[src/rtl/home_computer_bus_and_text_video_assert.svh]
// Assertion macros shared by the bus and text video block.
`ifndef HOME_COMPUTER_BUS_AND_TEXT_VIDEO_ASSERT_SVH
`define HOME_COMPUTER_BUS_AND_TEXT_VIDEO_ASSERT_SVH
`ifndef SYNTHESIS
`define HCTV_ASSERT_IMP(label, clk, rst_n, ante, cons) \
    label: assert property (@(posedge clk) disable iff (!rst_n) (ante) |-> (cons)) \
        else $error("hctv: same-cycle check failed");
`define HCTV_ASSERT_NXT(label, clk, rst_n, ante, cons) \
    label: assert property (@(posedge clk) disable iff (!rst_n) (ante) |=> (cons)) \
        else $error("hctv: next-cycle check failed");
`else
`define HCTV_ASSERT_IMP(label, clk, rst_n, ante, cons)
`define HCTV_ASSERT_NXT(label, clk, rst_n, ante, cons)
`endif
`endif

[src/rtl/hctv_pkg.sv]
// Shared types, codes, microcode program and colour fold of the bus and text video block.
package hctv_pkg;

    localparam int unsigned MONITOR_ROM_BYTES = 8192;
    localparam int unsigned MON_AW            = 13;
    localparam int unsigned FONT_CHARACTERS   = 256;
    localparam int unsigned FONT_AW           = 11;

    localparam logic [15:0] ROM_TOP     = 16'h2000;
    localparam logic [15:0] RAM_BASE    = 16'h3000;
    localparam logic [15:0] SCREEN_END  = 16'h3800;
    localparam logic [9:0]  CELL_FIRST  = 10'd40;
    localparam logic [9:0]  CELL_END    = 10'd1000;
    localparam logic [10:0] COLOUR_OFFSET = 11'h400;
    localparam logic [10:0] RECIP_40    = 11'd1639;   // ceil(65536 / 40), exact below 1024
    localparam logic [13:0] LINE_STRIDE = 14'd40;     // 320 / 8 bytes per pixel line
    localparam logic [13:0] ROW_STEP    = 14'd280;    // 320 per text row less 40 per cell index
    localparam logic [13:0] ROW_BIAS    = 14'd320;    // the hidden top row
    localparam logic [7:0]  KEY_PORT    = 8'hFF;

    // Bus functions
    localparam logic [2:0] FUNC_MEM_READ  = 3'd0;
    localparam logic [2:0] FUNC_MEM_WRITE = 3'd1;
    localparam logic [2:0] FUNC_PORT_READ = 3'd2;
    localparam logic [2:0] FUNC_ROM_LOAD  = 3'd3;
    localparam logic [2:0] FUNC_FONT_LOAD = 3'd4;

    localparam logic KIND_READ = 1'b0;
    localparam logic KIND_LINE = 1'b1;

    // Sequencer steps
    localparam logic [3:0] ST_IDLE      = 4'd0;
    localparam logic [3:0] ST_RD_FETCH  = 4'd1;
    localparam logic [3:0] ST_RD_EMIT   = 4'd2;
    localparam logic [3:0] ST_WR_FETCH  = 4'd3;
    localparam logic [3:0] ST_WR_STORE  = 4'd4;
    localparam logic [3:0] ST_CODE      = 4'd5;
    localparam logic [3:0] ST_COLOUR    = 4'd6;
    localparam logic [3:0] ST_FONT      = 4'd7;
    localparam logic [3:0] ST_LINE      = 4'd8;
    localparam logic [3:0] ST_KEYS      = 4'd9;
    localparam logic [3:0] ST_LOAD_ROM  = 4'd10;
    localparam logic [3:0] ST_LOAD_FONT = 4'd11;
    localparam logic [3:0] ST_CLEAR     = 4'd12;

    // Datapath actions
    localparam logic [3:0] ACT_NOP          = 4'd0;
    localparam logic [3:0] ACT_FETCH        = 4'd1;
    localparam logic [3:0] ACT_EMIT_READ    = 4'd2;
    localparam logic [3:0] ACT_WRITE        = 4'd3;
    localparam logic [3:0] ACT_FETCH_CODE   = 4'd4;
    localparam logic [3:0] ACT_FETCH_COLOUR = 4'd5;
    localparam logic [3:0] ACT_FONT_FIRST   = 4'd6;
    localparam logic [3:0] ACT_EMIT_LINE    = 4'd7;
    localparam logic [3:0] ACT_EMIT_KEYS    = 4'd8;
    localparam logic [3:0] ACT_LOAD_ROM     = 4'd9;
    localparam logic [3:0] ACT_LOAD_FONT    = 4'd10;
    localparam logic [3:0] ACT_CLEAR        = 4'd11;

    // Jump conditions
    localparam logic [2:0] COND_NEVER      = 3'd0;
    localparam logic [2:0] COND_ALWAYS     = 3'd1;
    localparam logic [2:0] COND_NOT_RAM    = 3'd2;
    localparam logic [2:0] COND_NO_PAINT   = 3'd3;
    localparam logic [2:0] COND_MORE_LINES = 3'd4;
    localparam logic [2:0] COND_CLEAR_LEFT = 3'd5;

    typedef struct packed {
        logic [3:0] act;
        logic [2:0] cond;
        logic [3:0] target;
        logic       done;
    } t_uword;

    typedef struct packed {
        logic       capture;
        logic [3:0] act;
    } t_dp_ctrl;

    typedef struct packed {
        logic out_free;
        logic not_ram;
        logic no_paint;
        logic more_lines;
        logic clear_left;
    } t_dp_status;

    // Control store: a jump is taken when its condition holds, otherwise the
    // step either falls through or, with done set, returns to idle.
    function automatic t_uword microcode(input logic [3:0] step);
        t_uword w;
        unique case (step)
            ST_RD_FETCH:  w = '{ACT_FETCH,        COND_NEVER,      ST_IDLE,  1'b0};
            ST_RD_EMIT:   w = '{ACT_EMIT_READ,    COND_NEVER,      ST_IDLE,  1'b1};
            ST_WR_FETCH:  w = '{ACT_FETCH,        COND_NOT_RAM,    ST_IDLE,  1'b0};
            ST_WR_STORE:  w = '{ACT_WRITE,        COND_NO_PAINT,   ST_IDLE,  1'b0};
            ST_CODE:      w = '{ACT_FETCH_CODE,   COND_NEVER,      ST_IDLE,  1'b0};
            ST_COLOUR:    w = '{ACT_FETCH_COLOUR, COND_NEVER,      ST_IDLE,  1'b0};
            ST_FONT:      w = '{ACT_FONT_FIRST,   COND_NEVER,      ST_IDLE,  1'b0};
            ST_LINE:      w = '{ACT_EMIT_LINE,    COND_MORE_LINES, ST_LINE,  1'b1};
            ST_KEYS:      w = '{ACT_EMIT_KEYS,    COND_NEVER,      ST_IDLE,  1'b1};
            ST_LOAD_ROM:  w = '{ACT_LOAD_ROM,     COND_NEVER,      ST_IDLE,  1'b1};
            ST_LOAD_FONT: w = '{ACT_LOAD_FONT,    COND_NEVER,      ST_IDLE,  1'b1};
            ST_CLEAR:     w = '{ACT_CLEAR,        COND_CLEAR_LEFT, ST_CLEAR, 1'b1};
            default:      w = '{ACT_NOP,          COND_ALWAYS,     ST_IDLE,  1'b1};
        endcase
        return w;
    endfunction

    function automatic logic [3:0] entry_step(input logic [2:0] func);
        logic [3:0] s;
        unique case (func)
            FUNC_MEM_READ:  s = ST_RD_FETCH;
            FUNC_MEM_WRITE: s = ST_WR_FETCH;
            FUNC_PORT_READ: s = ST_KEYS;
            FUNC_ROM_LOAD:  s = ST_LOAD_ROM;
            FUNC_FONT_LOAD: s = ST_LOAD_FONT;
            default:        s = ST_IDLE;
        endcase
        return s;
    endfunction

    // Sixteen colours fold onto eight: the upper half mirrors the lower half.
    function automatic logic [2:0] colour_fold(input logic [3:0] n);
        return n[3] ? ~n[2:0] : n[2:0];
    endfunction

endpackage

[src/rtl/hctv_useq.sv]
// Microcode sequencer: step counter, control store lookup and conditional jumps.
`include "home_computer_bus_and_text_video_assert.svh"
module hctv_useq (
    input  logic                   i_clk,
    input  logic                   i_rst_n,
    input  logic                   i_valid,
    input  logic [2:0]             i_func,
    input  hctv_pkg::t_dp_status   i_status,
    output logic                   o_stall,
    output hctv_pkg::t_dp_ctrl     o_ctrl
);
    import hctv_pkg::*;

    logic [3:0] r_step;
    logic [3:0] n_step;
    t_uword     uw;
    logic       accept;
    logic       is_emit;
    logic       hold;
    logic       cond_true;

    assign uw      = microcode(r_step);
    assign accept  = (r_step == ST_IDLE) && i_valid;
    assign o_stall = (r_step != ST_IDLE);
    assign is_emit = (uw.act inside {ACT_EMIT_READ, ACT_EMIT_LINE, ACT_EMIT_KEYS});
    assign hold    = is_emit && !i_status.out_free;

    always_comb begin
        unique case (uw.cond)
            COND_ALWAYS:     cond_true = 1'b1;
            COND_NOT_RAM:    cond_true = i_status.not_ram;
            COND_NO_PAINT:   cond_true = i_status.no_paint;
            COND_MORE_LINES: cond_true = i_status.more_lines;
            COND_CLEAR_LEFT: cond_true = i_status.clear_left;
            default:         cond_true = 1'b0;
        endcase
    end

    always_comb begin
        if (r_step == ST_IDLE) begin
            n_step = accept ? entry_step(i_func) : ST_IDLE;
        end else if (hold) begin
            n_step = r_step;
        end else if (cond_true) begin
            n_step = uw.target;
        end else if (uw.done) begin
            n_step = ST_IDLE;
        end else begin
            n_step = 4'(r_step + 4'd1);
        end
    end

    always_ff @(posedge i_clk) begin
        if (!i_rst_n) begin
            r_step <= ST_CLEAR;
        end else begin
            r_step <= n_step;
        end
    end

    assign o_ctrl.capture = accept;
    assign o_ctrl.act     = uw.act;

    `HCTV_ASSERT_NXT(a_emit_holds_when_busy, i_clk, i_rst_n, hold, $stable(r_step))
    `HCTV_ASSERT_NXT(a_last_line_returns, i_clk, i_rst_n, (r_step == ST_LINE) && !hold && !i_status.more_lines, r_step == ST_IDLE)
    `HCTV_ASSERT_NXT(a_read_dispatch, i_clk, i_rst_n, accept && (i_func == FUNC_MEM_READ), r_step == ST_RD_FETCH)

endmodule

[config.mk]
export PLATFORM = sky130hd
export DESIGN_NAME = hctv_useq
export DESIGN_NICKNAME = d
export VERILOG_FILES = /design/src/rtl/hctv_pkg.sv /design/src/rtl/hctv_useq.sv
export VERILOG_INCLUDE_DIRS = /design/src /design/src/rtl
export SDC_FILE = /design/constraint.sdc
export NUM_CORES = 1
export LEC_CHECK = 0
export ABC_CLOCK_PERIOD_IN_PS = 2500
export BUFFER_PORTS_ARGS = -buffer_cell sky130_fd_sc_hd__buf_2
export CAP_MARGIN = 5
export CORE_MARGIN = 5
export CORE_UTILIZATION = 50
export DETAILED_ROUTE_END_ITERATION = 7
export PLACE_DENSITY = 0.81
export SLEW_MARGIN = 15
export SYNTH_ARGS = -nofsm -noshare
export SYNTH_HDL_FRONTEND = slang
export SYNTH_SLANG_ARGS = --single-unit
[constraint.sdc]
create_clock -name i_clk -period 2.5 [get_ports i_clk]
set_clock_uncertainty 0.2 [all_clocks]
set_input_delay 0.125 -clock i_clk [delete_from_list [all_inputs] [get_ports i_clk]]
set_output_delay 0.125 -clock i_clk [all_outputs]
set_load 0.05 [all_outputs]
==> out/qor.txt, run 1 <==
LEAKAGE: 0.000455 uW
clk buf depth: 2
Seq cells post-synth: 13
crit-path max FO: 6
Worst setup SP type: flip-flop
routed via count: 761
clk slew on worst S/H paths: 80 ps
fraction of layout cells with a size suffix above 1: 37.7%
Synth warnings: 0
GRT Total Usage: 15.6%
WL/cell: 12.8 um
Final Hold Fails: 0
final slew viol count: 0
Synth cell types: 38
commonest cells after routing, fill and taps aside: 16 x buf_2, 12 x dfxtp_1, 8 x inv_1, 8 x nand2_1, 8 x a21oi_1
post-route minimum period: 2380 ps
Tot Pwr: 1370 uW
first-pass GRT wire length: 3220 um
Die W: 53.1 um
number of flops mapped to enable cells by yosys: 0
CP required: 2510 ps
Hold Crit Class: in2reg
pin count of the biggest net entering global routing: 10
top_reg_cell synth: dfxtp_1
Peak supply drop: 576 uV
clock root cell: clkbuf_4
Area after DPL: 0.00103 sq mm
fin area: 0.00109 sq mm
pwr dens: 1260 mW/mm^2
Max-slew headroom: 70.9%
global route total overflow: 0
Routed Antenna Nets: 0
DR DRC count: 0
Max-Cap Viols: 0
Final Cycle Share: 95.1%
largest area contributor in the netlist: dfxtp_1
unrepaired setup endpoints after global routing: false
area of the mapped netlist: 928 sq um
Setup Crit Path Kind: reg2reg
Initial Util: 53.2%
IO Port Bufs: 16
FP Rows: 15
initial antenna violation count: 0
Die Y: 53.1 um
TritonCTS clock tree: yes
DRT Pass-1 Iters: 4
syn_area_per_cell: 9.10 sq um
pre-CTS setup slack: 75.1 ps
clock sinks: 13
syn_nets: 120
die area: 0.00282 sq mm
top cell type's share of synthesized area: 28.0%
vias in the first global route: 753
net total in the final layout: 141
sequential area share after synthesis: 28.0%
1st-iter DRT viols: 6
Worst-Margin Slew: 430 ps
status: complete, no violations
most common cell after layout, fill and taps aside: buf_2
Synth area leaders: dfxtp_1 28%, ha_1 9.4%, a21oi_1 4.9%
final WL: 1880 um
Skew-Pair Late Insertion Delay: 280 ps
P&R area growth vs syn: 17.3%
Setup TNS: 0 ps
max frequency: 420 MHz
Worst EP arrival: 2390 ps
IO Pins: 17
Async SR Flop Fraction: 0%
Num CTS Buffers: 3
Final setup viols: 0
Setup Buffers After CTS: 0
nature of the critical path endpoint: flip-flop
Antenna Cells: 0
placer congestion estimate: 0.868
gate count of the mapped netlist: 102
Core Area: 0.00175 sq mm
Via density: 5.18
H-tree levels: 1
Detail Placement HPWL: 1570 um
final setup margin: 122 ps
critical path, cell delays in order, from the launching register on:
cell and delay, ps:
dfxtp_1 320, inv_1 80, ha_1 160, nor3b_4 360
a211oi_4 80, nor3b_2 180, o31a_1 320, inv_2 130
ha_4 160, inv_1 50, a21oi_2 120, a21oi_1 50
nor2_1 110
synthesized netlist by cell type, drive strengths merged, types with 2 or more instances:
cell type / instances
xnor2: 3
nor2b: 2
nand2b: 3
nand3: 3
a21oi: 10
buf: 5
nor2: 7
ha: 7
inv: 11
o22ai: 4
nor3b: 2
nand2: 12
dfxtp: 13
o31a: 2
o221ai: 2
o21ai: 5
sequential cells by signal, indices dropped and copies added, names as in the netlist:
register,cells
uw,9
r_step,4
report_power, final:
part	leakage [uW]	switching (uW)	internal [uW]
Sequential	0.000109	85.4	300
Clock	0.0000150	67.9	61.9
Combinational	0.000331	519	337
stage by stage:
stage	cells	util [%]	hold WS [ps]
2_1_floorplan	102	-	52.9
3_3_place_gp	142	59.1	218
3_5_place_dp	142	59.1	224
4_1_cts	147	61.2	106
5_1_grt	147	62.4	122
6_report	147	62.4	103
metal layers:
metal  vias to the layer above  part of all wire, %  track usage, %
met1                       357                   42            17.4
met3                         4                  3.0            2.54
met4                         0                  1.5            7.66
met5                         -                    0               0
met2                        11                   54            28.3
li1                        389                    -               -
path summary, 6_finish.rpt:
kind	start	endpoint	slack, ps	depth (start not counted)
worst min-delay path	i_status[4]	r_step[1]	100	4
worst max-delay path	r_step[0]	uw[6]	120	12
worst min register to register	r_step[1]	r_step[1]	420	2
worst max register to register	r_step[0]	uw[6]	120	12
cell families after synthesis:
logic type / synth area share [%]
and+or+nand+nor: 21.8
AOI/OAI and AO/OA: 24.5
buffers and inverters: 9.03
DFF: 28.0
adders and majority gates: 10.5
xor gates and xnor gates: 3.77
muxes: 2.29
cell type report:
class / count / area [sq um]
fillers: 155 / 657
flip-flops and latches: 13 / 262
repair buffers: 21 / 120
well taps: 25 / 31.3
inverters: 11 / 46.3
multi-input cells: 73 / 603
clock buffers: 4 / 26.3
repair_timing:
| action | 4_1_cts | 5_1_grt |
|---|---|---|
| resized for setup | 0 | 5 |
| setup endpoints to repair | 0 | 5 |
| hold buffers | 1 | 0 |
| hold endpoints to repair | 2 | 0 |
No activity file was read; power rests on OpenSTA's default activity.
==> inputs of run 2 (changes only) <==
Settings changed: ABC_CLOCK_PERIOD_IN_PS 2500 to 2300, CORE_ASPECT_RATIO from default to 0.7, CORE_UTILIZATION 50 to 40, PLACE_DENSITY 0.81 to 0.69.
Clock period 2.5 ns to 2.3 ns, I/O delays scaled along.
==> out/qor.txt, run 2 (same netlist as run 1, synthesis figures left out) <==
Register-to-Register Path Depth: 10 (-2)
CP required: 2270 ps (-240 ps)
Num CTS Buffers: 3 (unchanged)
hold path startpoint: i_valid
crit-path max FO: 4 (-2)
max frequency: 437 MHz (+3.8%)
GRT Total Usage: 13.3% (-2.3 points)
Antenna Cells: 0 (unchanged)
fin cells: 166 (+13%)
pin count of the biggest net entering global routing: 9 (-1)
WHS Path Cells: 4 (unchanged)
final slew viol count: 0 (unchanged)
Util after Layout: 58.9% (-3.5 points)
Max-slew headroom: 56.8% (-14 points)
Worst EP arrival: 2260 ps (-130 ps)
unrepaired setup endpoints after global routing: true
clock sinks: 13 (unchanged)
pwr dens: 1360 mW/mm^2 (+7.7%)
Initial Util: 42.4% (-11 points)
Final setup viols: 0 (unchanged)
global route total overflow: 0 (unchanged)
Die Y: 50.3 um (-5.2%)
Via density: 4.96 (-4.1%)
P&R area growth vs syn: 38.9%
first-pass GRT wire length: 3410 um (+6.0%)
most common cell after layout, fill and taps aside: buf_2
Final Cycle Share: 99.6% (+4.5 points)
delay-heaviest family, CP: compound AO/OA/AOI/OAI gates
DR DRC count: 0 (unchanged)
crit-path max cell delay: 400 ps (+40 ps)
ordered list of cells on the worst path: or3_4, o22ai_4, nand2_8, nor2_4, o31a_1, inv_2, ha_4, buf_4, o22ai_2, o21ai_1
Hold Crit Class: in2reg
Skew-Pair Late Insertion Delay: 280 ps (about the same)
status: complete, no violations
fraction of layout cells with a size suffix above 1: 56.0% (+18 points)
Cells after DPL: 154 (+8.5%)
Setup Crit Path Kind: reg2reg
1st-iter DRT viols: 25 (+19)
FP Rows: 14 (-1)
WL/cell: 13.5 um (+5.2%)
Peak supply drop: 488 uV (-15%)
initial antenna violation count: 0 (unchanged)
placer congestion estimate: 0.781 (-10%)
vias in the first global route: 820 (+8.9%)
Critical R2R Launch: uw[8]
R2R Path End: uw[8]
Bufs and invs on worst path: 2 (-1)
Routed Antenna Nets: 0 (unchanged)
post-route minimum period: 2290 ps (-87.7 ps)
final setup margin: 9.23 ps (-112 ps)
IO Port Bufs: 16 (unchanged)
pre-CTS setup slack: -125 ps (-200 ps)
Final Hold Fails: 0 (unchanged)
TritonCTS clock tree: yes
die area: 0.00340 sq mm (+21%)
Worst setup SP type: flip-flop
Core Area: 0.00219 sq mm (+25%)
nature of the critical path endpoint: flip-flop
Setup TNS: 0 ps (unchanged)
Reg2Reg Setup Slack: 9 ps (-110 ps)
Tot Pwr: 1750 uW (+28%)
clk slew on worst S/H paths: 80 ps (about the same)
commonest cells after routing, fill and taps aside: 16 x buf_2, 14 x buf_4, 9 x dfxtp_1
Max-Cap Viols: 0 (unchanged)
LEAKAGE: 0.000530 uW (+16%)
IO Pins: 17 (unchanged)
final WL: 2230 um (+19%)
net total in the final layout: 153 (+8.5%)
Detail Placement HPWL: 1600 um (+1.9%)
routed via count: 824 (+8.3%)
Worst-Margin Slew: 640 ps (+210 ps)
Die W: 67.6 um (+27%)
H-tree levels: 1 (unchanged)
clk buf depth: 2 (unchanged)
DRT Pass-1 Iters: 4 (unchanged)
clock root cell: clkbuf_4
CP Depth: 10 (-2)
Hold Path Sink: r_step[0]
Slowest-stage cell, CP: or3_4
max reg flops: 9 (unchanged)
==> run 2: cell count changes in the layout (fill, tap and decap cells not counted), moves of 2 or more <==
cell     before  now
buf_4         4   14
a21oi_1       8    4
inv_1         8    4
a21oi_2       1    4
dfxtp_1      12    9
dfxtp_2       1    4
buf_6         0    2
inv_2         2    4
==> run 2: worst reg2reg max path, stage by stage (launching register included) <==
cell     delay (ps)
dfxtp_1         330
or3_4           400
o22ai_4         270
nand2_8          90
nor2_4           90
o31a_1          190
inv_2            80
ha_4            180
buf_4           130
o22ai_2         150
o21ai_1          70
==> run 2: what timing repair did <==
item / CTS / global route
hold endpoints to repair: 1 / 0
pin swaps: 1 / 7
setup buffers: 1 / 6
resized for setup: 5 / 26
setup endpoints to repair: 7 / 6
hold buffers: 1 / 0
==> run 2: routing by layer <==
| metal | vias to the layer above | track usage (%) | routed length [um] |
|---|---|---|---|
| li1 | 417 | - | - |
| met1 | 388 | 16.4 | 1000 |
| met2 | 15 | 22.1 | 1110 |
| met3 | 4 | 3.35 | 93 |
| met4 | 0 | 5.05 | 28 |
| met5 | - | 0 | 0 |
==> run 2: worst max path at each step <==
stage	start	end	slack (ps)
2_1_floorplan	r_step[0]	uw[11]	6
3_3_place_gp	r_step[0]	uw[11]	-50
3_5_place_dp	r_step[0]	uw[11]	-130
4_1_cts	r_step[0]	uw[9]	-8
5_1_grt	r_step[1]	uw[6]	-100
6_report	uw[8]	uw[8]	9
==> run 2: final cells by class <==
type                       instances  area (sq um)
timing repair buffer              33           218
clock buffer                       4          26.3
fill                             187           900
multi-input combinational         73           684
tap                               32          40.0
sequential                        13           265
inverter                          11          56.3
==> run 2: metrics by stage <==
stage,hold WS (ps),area (sq um)
after floorplan,42.9,941
after global placement,201,1090
after detailed placement,205,1090
after CTS,46.8,1160
after global routing,165,1290
final,119,1290
==> run 2: power breakdown <==
group / internal [uW] / switching (uW) / leakage (uW)
Combinational: 515 / 673 / 0.000405
Clock: 67.3 / 69.0 / 0.0000150
Sequential: 330 / 96.4 / 0.000109
